<file path="src/rtl/nspc_pkg.sv">
package nspc_pkg;

  localparam int RGB_W    = 24;
  localparam int OUT_IDX_W = 6;
  localparam int STATUS_W = 2;

  localparam logic KIND_ADD   = 1'b0;
  localparam logic KIND_QUERY = 1'b1;

  localparam logic [STATUS_W-1:0] ST_OK    = 2'd0;
  localparam logic [STATUS_W-1:0] ST_FULL  = 2'd1;
  localparam logic [STATUS_W-1:0] ST_EMPTY = 2'd2;

  typedef enum logic [1:0] {
    S_IDLE,
    S_SCAN,
    S_DRAIN,
    S_FINISH
  } state_t;

  // Commands from the controller to the datapath.
  typedef struct packed {
    logic load;    // capture the request and restart the scan
    logic issue;   // read one seed from the table
    logic finish;  // complete the item and load the result register
  } cmd_t;

  // Status from the datapath to the controller.
  typedef struct packed {
    logic empty;       // no seeds stored
    logic last_issue;  // the read being issued is the last stored seed
    logic pipe_busy;   // seeds still in flight through the distance pipeline
    logic out_free;    // result register can take a new result this cycle
  } stat_t;

endpackage

</file>
<file path="src/rtl/nspc_ctrl.sv">
module nspc_ctrl (
  input  logic           clk,
  input  logic           rst,
  input  logic           in_valid,
  input  logic           kind,
  output logic           in_stall,
  input  nspc_pkg::stat_t stat,
  output nspc_pkg::cmd_t  cmd
);
  import nspc_pkg::*;

  state_t state;
  state_t state_next;

  always_ff @(posedge clk) begin
    if (rst) begin
      state <= S_IDLE;
    end else begin
      state <= state_next;
    end
  end

  always_comb begin
    state_next = state;
    unique case (state)
      S_IDLE: begin
        if (in_valid) begin
          if (kind == KIND_ADD || stat.empty) begin
            state_next = S_FINISH;
          end else begin
            state_next = S_SCAN;
          end
        end
      end
      S_SCAN: begin
        if (stat.last_issue) begin
          state_next = S_DRAIN;
        end
      end
      S_DRAIN: begin
        if (!stat.pipe_busy) begin
          state_next = S_FINISH;
        end
      end
      S_FINISH: begin
        if (stat.out_free) begin
          state_next = S_IDLE;
        end
      end
      default: state_next = S_IDLE;
    endcase
  end

  always_comb begin
    in_stall   = 1'b1;
    cmd.load   = 1'b0;
    cmd.issue  = 1'b0;
    cmd.finish = 1'b0;
    unique case (state)
      S_IDLE: begin
        in_stall = 1'b0;
        cmd.load = in_valid;
      end
      S_SCAN: begin
        cmd.issue = 1'b1;
      end
      S_DRAIN: begin
      end
      S_FINISH: begin
        cmd.finish = stat.out_free;
      end
      default: begin
      end
    endcase
  end

endmodule

</file>
<file path="src/rtl/nspc_datapath.sv">
module nspc_datapath #(
  parameter int MAX_SEEDS  = 64,
  parameter int COORD_BITS = 12
) (
  input  logic                                clk,
  input  logic                                rst,
  input  nspc_pkg::cmd_t                      cmd,
  output nspc_pkg::stat_t                     stat,
  input  logic                                kind,
  input  logic [COORD_BITS-1:0]               x_coord,
  input  logic [COORD_BITS-1:0]               y_coord,
  input  logic [nspc_pkg::RGB_W-1:0]          seed_rgb,
  output logic                                out_valid,
  input  logic                                out_stall,
  output logic [nspc_pkg::STATUS_W-1:0]       status,
  output logic [nspc_pkg::RGB_W-1:0]          pixel_rgb,
  output logic [nspc_pkg::OUT_IDX_W-1:0]      nearest_index
);
  import nspc_pkg::*;

  localparam int IDX_W  = (MAX_SEEDS > 1) ? $clog2(MAX_SEEDS) : 1;
  localparam int CNT_W  = $clog2(MAX_SEEDS + 1);
  localparam int SQ_W   = 2 * COORD_BITS;
  localparam int DIST_W = SQ_W + 1;
  localparam int ENT_W  = 2 * COORD_BITS + RGB_W;

  // Request registers.
  logic                  req_kind;
  logic [COORD_BITS-1:0] req_x;
  logic [COORD_BITS-1:0] req_y;
  logic [RGB_W-1:0]      req_rgb;

  logic [CNT_W-1:0] seed_count;
  logic [CNT_W-1:0] scan_ptr;
  logic             full;

  // Seed table: x, y and color of each slot in one word.
  logic [ENT_W-1:0] seed_mem [MAX_SEEDS];

  // Stage 1: registered read.
  logic                  v1;
  logic [IDX_W-1:0]      idx1;
  logic [ENT_W-1:0]      rd_word;

  // Stage 2: squared differences.
  logic                  v2;
  logic [IDX_W-1:0]      idx2;
  logic [RGB_W-1:0]      col2;
  logic [SQ_W-1:0]       sqx;
  logic [SQ_W-1:0]       sqy;

  // Stage 3: running best.
  logic                  best_valid;
  logic [DIST_W-1:0]     best_dist;
  logic [IDX_W-1:0]      best_idx;
  logic [RGB_W-1:0]      best_rgb;

  logic [COORD_BITS-1:0] rx;
  logic [COORD_BITS-1:0] ry;
  logic [COORD_BITS-1:0] dx;
  logic [COORD_BITS-1:0] dy;
  logic [DIST_W-1:0]     cand_dist;
  logic                  out_free;
  logic                  do_write;
  logic [IDX_W+OUT_IDX_W-1:0] cnt_ext;
  logic [IDX_W+OUT_IDX_W-1:0] best_ext;

  assign full     = (seed_count == CNT_W'(MAX_SEEDS));
  assign out_free = !out_valid || !out_stall;
  assign do_write = cmd.finish && (req_kind == KIND_ADD) && !full;

  assign stat.empty      = (seed_count == '0);
  assign stat.last_issue = (CNT_W'(scan_ptr + CNT_W'(1)) == seed_count);
  assign stat.pipe_busy  = v1 || v2;
  assign stat.out_free   = out_free;

  always_ff @(posedge clk) begin
    if (cmd.load) begin
      req_kind <= kind;
      req_x    <= x_coord;
      req_y    <= y_coord;
      req_rgb  <= seed_rgb;
    end
  end

  always_ff @(posedge clk) begin
    if (rst) begin
      seed_count <= '0;
    end else if (do_write) begin
      seed_count <= CNT_W'(seed_count + CNT_W'(1));
    end
  end

  always_ff @(posedge clk) begin
    if (rst) begin
      scan_ptr <= '0;
    end else if (cmd.load) begin
      scan_ptr <= '0;
    end else if (cmd.issue) begin
      scan_ptr <= CNT_W'(scan_ptr + CNT_W'(1));
    end
  end

  always_ff @(posedge clk) begin
    if (do_write) begin
      seed_mem[seed_count[IDX_W-1:0]] <= {req_x, req_y, req_rgb};
    end
    if (cmd.issue) begin
      rd_word <= seed_mem[scan_ptr[IDX_W-1:0]];
    end
  end

  always_ff @(posedge clk) begin
    if (rst) begin
      v1 <= 1'b0;
      v2 <= 1'b0;
    end else begin
      v1 <= cmd.issue;
      v2 <= v1;
    end
  end

  assign rx = rd_word[ENT_W-1 -: COORD_BITS];
  assign ry = rd_word[RGB_W+COORD_BITS-1 -: COORD_BITS];
  assign dx = (req_x >= rx) ? (req_x - rx) : (rx - req_x);
  assign dy = (req_y >= ry) ? (req_y - ry) : (ry - req_y);

  always_ff @(posedge clk) begin
    idx1 <= scan_ptr[IDX_W-1:0];
    idx2 <= idx1;
    col2 <= rd_word[RGB_W-1:0];
    sqx  <= SQ_W'(dx) * SQ_W'(dx);
    sqy  <= SQ_W'(dy) * SQ_W'(dy);
  end

  assign cand_dist = DIST_W'(sqx) + DIST_W'(sqy);

  // Strict less-than keeps the lower index on equal distances.
  always_ff @(posedge clk) begin
    if (rst) begin
      best_valid <= 1'b0;
    end else if (cmd.load) begin
      best_valid <= 1'b0;
    end else if (v2) begin
      best_valid <= 1'b1;
    end
  end

  always_ff @(posedge clk) begin
    if (v2 && (!best_valid || cand_dist < best_dist)) begin
      best_dist <= cand_dist;
      best_idx  <= idx2;
      best_rgb  <= col2;
    end
  end

  assign cnt_ext  = {{OUT_IDX_W{1'b0}}, seed_count[IDX_W-1:0]};
  assign best_ext = {{OUT_IDX_W{1'b0}}, best_idx};

  always_ff @(posedge clk) begin
    if (rst) begin
      out_valid <= 1'b0;
    end else if (cmd.finish) begin
      out_valid <= 1'b1;
    end else if (!out_stall) begin
      out_valid <= 1'b0;
    end
  end

  always_ff @(posedge clk) begin
    if (cmd.finish) begin
      if (req_kind == KIND_ADD) begin
        pixel_rgb <= '0;
        if (full) begin
          status        <= ST_FULL;
          nearest_index <= '0;
        end else begin
          status        <= ST_OK;
          nearest_index <= cnt_ext[OUT_IDX_W-1:0];
        end
      end else if (seed_count == '0) begin
        status        <= ST_EMPTY;
        pixel_rgb     <= '0;
        nearest_index <= '0;
      end else begin
        status        <= ST_OK;
        pixel_rgb     <= best_rgb;
        nearest_index <= best_ext[OUT_IDX_W-1:0];
      end
    end
  end

endmodule

</file>
<file path="src/rtl/nearest_seed_pixel_colorer.sv">
// Throughput: one item at a time; the query time is set by the single read port of the
// seed table, which supplies one seed per cycle to the distance pipeline.
// Reset (rst, synchronous) empties the seed table and drops any pending result;
// table contents need no clearing since only written slots are ever read.
module nearest_seed_pixel_colorer #(
  parameter int MAX_SEEDS  = 64,
  parameter int COORD_BITS = 12
) (
  input  logic                           clk,
  input  logic                           rst,
  input  logic                           in_valid,
  output logic                           in_stall,
  input  logic                           kind,
  input  logic [COORD_BITS-1:0]          x_coord,
  input  logic [COORD_BITS-1:0]          y_coord,
  input  logic [nspc_pkg::RGB_W-1:0]     seed_rgb,
  output logic                           out_valid,
  input  logic                           out_stall,
  output logic [nspc_pkg::STATUS_W-1:0]  status,
  output logic [nspc_pkg::RGB_W-1:0]     pixel_rgb,
  output logic [nspc_pkg::OUT_IDX_W-1:0] nearest_index
);
  import nspc_pkg::*;

  // The controller sequences each item: it takes an input transfer while idle,
  // steps the table scan for queries, waits for the distance pipeline to empty,
  // and then hands the finished result to the output register.
  cmd_t  cmd;
  stat_t stat;

  nspc_ctrl u_ctrl (
    .clk      (clk),
    .rst      (rst),
    .in_valid (in_valid),
    .kind     (kind),
    .in_stall (in_stall),
    .stat     (stat),
    .cmd      (cmd)
  );

  // The datapath holds the seed table, the three-stage distance pipeline
  // (read, square, compare) and the result register. The result register
  // separates the two sides, so a new input transfer can be taken while an
  // earlier result still waits for its output transfer.
  nspc_datapath #(
    .MAX_SEEDS  (MAX_SEEDS),
    .COORD_BITS (COORD_BITS)
  ) u_datapath (
    .clk           (clk),
    .rst           (rst),
    .cmd           (cmd),
    .stat          (stat),
    .kind          (kind),
    .x_coord       (x_coord),
    .y_coord       (y_coord),
    .seed_rgb      (seed_rgb),
    .out_valid     (out_valid),
    .out_stall     (out_stall),
    .status        (status),
    .pixel_rgb     (pixel_rgb),
    .nearest_index (nearest_index)
  );

endmodule
</file>
<file path="config.mk">
export PLATFORM = sky130hd
export DESIGN_NAME = nearest_seed_pixel_colorer
export DESIGN_NICKNAME = d
export VERILOG_FILES = /design/src/rtl/nspc_pkg.sv /design/src/rtl/nspc_ctrl.sv /design/src/rtl/nspc_datapath.sv /design/src/rtl/nearest_seed_pixel_colorer.sv
export SDC_FILE = /design/constraint.sdc
export NUM_CORES = 2
export LEC_CHECK = 0
export ABC_AREA = 0
export BUFFER_PORTS_ARGS = -buffer_cell sky130_fd_sc_hd__buf_2
export CAP_MARGIN = 20
export CORE_MARGIN = 10
export CORE_UTILIZATION = 50
export CTS_BUF_LIST = sky130_fd_sc_hd__clkbuf_8 sky130_fd_sc_hd__clkbuf_16
export DETAILED_ROUTE_END_ITERATION = 8
export PLACE_DENSITY = 0.7
export SLEW_MARGIN = 10
export SYNTH_ARGS = -nofsm -noshare
export SYNTH_HDL_FRONTEND = slang
export SYNTH_SLANG_ARGS = --single-unit
</file>
<file path="constraint.sdc">
create_clock -name clk -period 10.6 [get_ports clk]
set_clock_uncertainty 0.2 [all_clocks]
set_input_delay 3.18 -clock clk [delete_from_list [all_inputs] [get_ports clk]]
set_output_delay 3.18 -clock clk [all_outputs]
set_load 0.01 [all_outputs]
</file>
# [Yosys cells after proc, flatten, opt, wreduce, memory -nomap -nowiden]
# Memory sizes are Yosys's and may differ from the RTL's. A register that Yosys moved wholly into a read port is not among the register bits.
# Index checks and enable logic that the tools add are counted.
[totals] latchBits=0 memories=1 ff_bits=240 mem_bits_ro=0 wordCells=85 mem_bits_rw=3072
[classes] n_mul=2 eq_ne=10 n_lt_le_gt_ge=3 muxes=22 n_bitwise=2 div_mod_pow=0 n_shift=0 n_addsub=7 n_reduce_logical=16
[memory_table] memory="u_datapath.seed_mem" words=64 width=48 rd=1 rd_clocked_by_memory_dff=1 write_ports=1 line_no="nspc_datapath.sv:38" source="logic [ENT_W-1:0] seed_mem [MAX_SEEDS];"
[ops] op="multiplier 12 x 12 -> 24 bit" count=2
[ops] op="subtractor 12 bit" count=4
[ops] op="adder 24 x 24 -> 25 bit" count=1
[ops] op="less-than comparator 25 bit" count=1
[ops] op=">= comparator 12 bit" count=2
[ops] op="2-to-1 mux 12 bit" count=2
[ops] op="2-to-1 mux 6 bit" count=3
[ops] op="adder 7 x 1 -> 7 bit (second input constant)" count=2
[ops] op="2-to-1 mux 2 bit" count=7
[ops] op="2-to-1 mux 1 bit" count=9
[ops] op="one-hot mux 2 bit (4 select lines)" count=1
[ops] op="== test 7 bit" count=1
[ops] op="== test 7 bit (second input constant)" count=1
[ops] op="zero test 7 bit" count=1
[ops] op="inequality test 2 bit (second input constant)" count=3
[ops] op="== test 2 bit (second input constant)" count=2
[ops] op="zero test 1 bit" count=4
[ops] op="logical OR 1 bit" count=4
[ops] op="inequality test 2 x 1 -> 1 bit (second input constant)" count=2
[ops] op="AND reduction 4 bit" count=1
[ops] op="OR reduction 2 bit" count=2
[ops] op="logical AND 1 bit" count=3
[ops] op="== test 2 x 1 -> 1 bit (second input constant)" count=1
[ops] op="zero test 2 bit" count=1
[ops] op="inverter 1 bit" count=2

# [Logic depth before layout (Yosys ltp)]
[depth] word_depth=7 mapped_depth=32 mapped_depth_nobuf=31

# [By module]
# Synthesis repeated with hierarchy kept, for this count alone.
[hier_totals] hier_cells=6230 hier_area_um2=135909.1
[by_module_without_submodules] mod="nspc_datapath" cells_per_inst=6205 area_each_um2=135692.6 instances=1
[by_module_without_submodules] mod="nspc_ctrl" cells_per_inst=25 area_each_um2=216.5 instances=1

# [Worst setup path after synthesis]
# Ideal clock, no wire load.
[synth_path] kind="input-to-reg" from="input port out_stall" to="memory u_datapath.seed_mem[63][0] in the netlist's numbering, enable pin" cell_stages=5 t_arrival_ns=8.602 setup_ns=0.454 path_buffers=1 path_slack_ns=1.344 t_required_ns=9.946 path_cell_list="a21boi_0 > and3_1 > clkbuf_1 > nand3_1 > nor2_1"
[synth_between] elab_chain_cells=7
[synth_rtl] item="start, declared" line_no="nearest_seed_pixel_colorer.sv:18" source="input logic out_stall,"
[synth_rtl] item="zero test 1 bit" line_no="nspc_datapath.sv:69" source="assign out_free = !out_valid || !out_stall;"
[synth_rtl] item="logical OR 1 bit" line_no="nspc_datapath.sv:69"
[synth_rtl] item="2-to-1 mux 1 bit" line_no="nspc_ctrl.sv:59" source="unique case (state)"
[synth_rtl] item="logical AND 1 bit (2 in series)" line_no="nspc_datapath.sv:70" source="assign do_write = cmd.finish && (req_kind == KIND_ADD) && !full;"
[synth_rtl] item="2-to-1 mux 1 bit" line_no="nspc_datapath.sv:105" source="if (do_write) begin"
[synth_rtl] item="2-to-1 mux 1 bit (implied by the code)" line_no="nspc_datapath.sv:106" source="seed_mem[seed_count[IDX_W-1:0]] <= {req_x, req_y, req_rgb};"
[synth_rtl] item="end, declared" line_no="nspc_datapath.sv:38"
# Every way passes these cells.

# [Worst setup path after layout]
[layout_path] from="register u_datapath.req_x[3]" to="register u_datapath.sqx[23]"
[layout_between] elab_chain_cells=3
[layout_rtl] item="start, declared" line_no="nspc_datapath.sv:29" source="logic [COORD_BITS-1:0] req_x;"
[layout_rtl] item="start signal, assigned" line_no="nspc_datapath.sv:80" source="req_x <= x_coord;"
[layout_rtl] item="subtractor 12 bit or >= comparator 12 bit (tied branches)" line_no="nspc_datapath.sv:125" source="assign dx = (req_x >= rx) ? (req_x - rx) : (rx - req_x);"
[layout_rtl] item="2-to-1 mux 12 bit *" line_no="nspc_datapath.sv:125"
[layout_rtl] item="multiplier 12 x 12 -> 24 bit *" line_no="nspc_datapath.sv:132" source="sqx <= SQ_W'(dx) * SQ_W'(dx);"
[layout_rtl] item="end signal, assigned" line_no="nspc_datapath.sv:132"
[layout_rtl] item="end, declared" line_no="nspc_datapath.sv:49" source="logic [SQ_W-1:0] sqx;"
# Mark *: on every way between the ends. The rest lies on a longest branch, timed or not.
# A chain may end at the register's enable or synchronous reset.

==> metrics.cfg <==
[outcome]
outcome=completed

[critical_path]
path_max_fanout=66
arrival_ns=9.97
worst_r2r_startpoint=u_datapath.req_x[3]
r2r.worst_path.cells=29
crit_end=u_datapath.sqx[23]
critPathCaptureType=register
crit_required_ns=11.14
critPathKind=register to register
worst_path_max_delay_cell=xnor2_1
critical_path_origin=u_datapath.req_x[3]
r2r_setup_slack_ns=1.17
timing.rr.end=u_datapath.sqx[23]
startpoint_class=register
worst_path_largest_cell_delay_ns=0.54

[final_layout]
area_growth_pct=12.73
fill_cells=19480
final_nets=7108
final_core_area_utilization=0.5672
final_layout_size_suffix_gt1_frac=0.2780

[clock_tree]
post_cts_setup_repair_bufs=0
clock_sink_count=3358
worstSkewPairLatency_ns=0.94
clock_tree.htree_level_count=5
max-clock-path-buffers=4
ctsResizeCount=0
cts.root.buffer_cell=clkbuf_16
number_of_buffers_created_by_cts=339
worst_setup_hold_path_clk_slew_ns=0.07
cts_tree=done
cts_hold_repair.buffers=0

[timing]
min_period_over_period=0.8896
grt_setup_unrepaired=no
fmax_mhz=106.0
totalNegativeSetupSlack_ns=0
final_period_minus_worst_setup_slack_ns=9.430
hold_viol_final=0
setup_slack_ns=1.170
worst_slew_margin_rel=0.2190
final.hold.worst_slack_ns=0.1264
worstMarginPinSlew_ns=1.169
setup_violators_final=0
count_of_final_max_slew_check_failures=0

[global_route]
grt_pass1_vias=67270
antenna_found_initial=18
met2_usage=0.3828
busiest_layer=met2
gr-usage-all-layers=0.2382
grt.overflow.total=0
groute.layer.met3.usage=0.05265
gr-usage-met1=0.3296
grt_max_degree=131
first_pass_grt_wire_length_mm=503.2

[yosys]
synth-seq-cells=3358
synth.area.top_cells=edfxtp_1, mux4_2, fa_1
synth_cell_types=86
yosysWarningCount=0
synth-seq-area-share=0.7320
dominantRegCellSynth=edfxtp_1
post-synth-top-area-cell=edfxtp_1
syn_inst=6320
average_footprint_of_a_synthesized_cell_um2=21.57
yosysTopAreaCellShare=0.7171
synth-edff-count=3256
syn-num-nets=6747
mappedNetlistArea_mm2=0.1364
async_reset_ff_frac=0

[die]
fp.coreArea_mm2=0.2710
boundary_pin_count=87
die_y_um=542.2
floorplan.die_area_mm2=0.2940
fp-row-count=191
chipWidth_um=542.2
initial_utilization=0.5031

[detailed_routing]
ant_nets=0
drt_wl_total_mm=353.9
num_vias=67050
drt_iter0_drc=9784
drt_pass1_iterations=8
route.detailed.vias_per_inst=6.353
detailed_route_drc_error_count=0
avgRoutedWirePerCell_um=33.54

[placement]
dpl_worst_slack_ns=1.401
numPortBuffers=86
gp_congestion=0.8230
dp.final_hpwl_mm=191.4

[flow_run]
cap_violations=0

[hold_path]
hold_path_class=register to register

[placed cells by master (no fill, tap or decap), types with 77 or more instances in the layout]
cell / count
buf_2: 86
clkinv_1: 77
clkbuf_16: 346
edfxtp_1: 3256
mux4_2: 983
dfxtp_1: 96
buf_4: 184
inv_1: 360
nand2_1: 88
ha_1: 213
fa_1: 160
nor2_1: 184
[sequential cells by signal, indices dropped and copies added (netlist names)]
register and flops:
u_datapath.seed_mem 3072, u_datapath.rd_word 48, u_datapath.best_dist 25, u_datapath.best_rgb 24, u_datapath.col2 24, u_datapath.pixel_rgb 24
u_datapath.req_rgb 24, u_datapath.sqx 23, u_datapath.sqy 23, u_datapath.req_x 12, u_datapath.req_y 12, u_datapath.scan_ptr 7
u_datapath.seed_count 7, u_datapath.best_idx 6, u_datapath.idx1 6, u_datapath.idx2 6, u_datapath.nearest_index 6, u_ctrl.state 2
u_datapath.status 2, u_datapath.best_valid 1, u_datapath.out_valid 1, u_datapath.req_kind 1, u_datapath.v1 1, u_datapath.v2 1
[critical path: cells and delay by family (launching register included)]
family | cells | cell delay (ns)
simple gates | 3 | 0.94
fa+ha+maj | 7 | 3.26
flops | 1 | 0.33
mux | 1 | 0.23
compound gates | 9 | 2.54
buf+inv | 7 | 1.00
xor+xnor | 2 | 0.69
[through the flow]
| stage | cells | instance area [µm²] |
|---|---|---|
| floorplan | 6320 | 136400 |
| global placement | 9907 | 142500 |
| detailed placement | 9909 | 142500 |
| CTS | 10530 | 153600 |
| global route | 10540 | 153700 |
| finish | 10550 | 153700 |
[final cells by class]
cell class,count,area (µm²),area share
Multi-Input combinational cell,2359,34630,0.2253
Antenna cell,26,65.06,0.0004233
Clock buffer,353,8755,0.05696
Timing Repair Buffer,297,2340,0.01522
Clock inverter,264,2385,0.01552
Inverter,326,1224,0.007961
Tap cell,3570,4467,0.02906
Sequential cell,3358,99840,0.6495
[how the worst min path moves through the flow]
stage | slack (ns) | from | cells after the start | to
after floorplan | 0.11 | u_datapath.idx1[0] | 0 | u_datapath.idx2[0]
after global placement | 0.11 | u_datapath.idx1[0] | 0 | u_datapath.idx2[0]
after detailed placement | 0.11 | u_datapath.idx1[2] | 0 | u_datapath.idx2[2]
after CTS | 0.13 | u_datapath.idx1[5] | 0 | u_datapath.idx2[5]
after global routing | 0.13 | u_datapath.idx1[5] | 0 | u_datapath.idx2[5]
final | 0.13 | u_datapath.idx1[5] | 0 | u_datapath.idx2[5]
[cell usage after synthesis (25+ instances only)]
library cell and n:
edfxtp_1 3256, mux4_2 983, inv_1 320, nor2_1 248, ha_1 214, fa_1 160, clkbuf_1 150, dfxtp_1 102
buf_2 97, nand2_1 88, xnor2_1 67, a21oi_1 66, o21ai_0 63, and2_1 35, nand3_1 33, mux2i_1 31
mux2_2 28, or2_2 26, a21o_1 25, xor2_1 25
[kinds of logic after synthesis]
group	Yosys count	share of synthesized area
AO/OA/AOI/OAI	294	0.01455
XOR/XNOR	94	0.006231
adder cells (fa/ha/maj)	374	0.04313
buffers and inverters	603	0.01785
flip-flops	3358	0.7320
multiplexers	1043	0.1671
AND/OR/NAND/NOR	554	0.01913
[routing by layer]
metal | up-vias | share of wire
met5 | - | 0.00016
met4 | 8 | 0.035
met2 | 4142 | 0.48
met3 | 676 | 0.11
li1 | 26630 | -
met1 | 35590 | 0.37
Power is left out: the tool's default activity adds up to more than one toggle a clock period on the data nets, which glitch-free logic cannot reach.
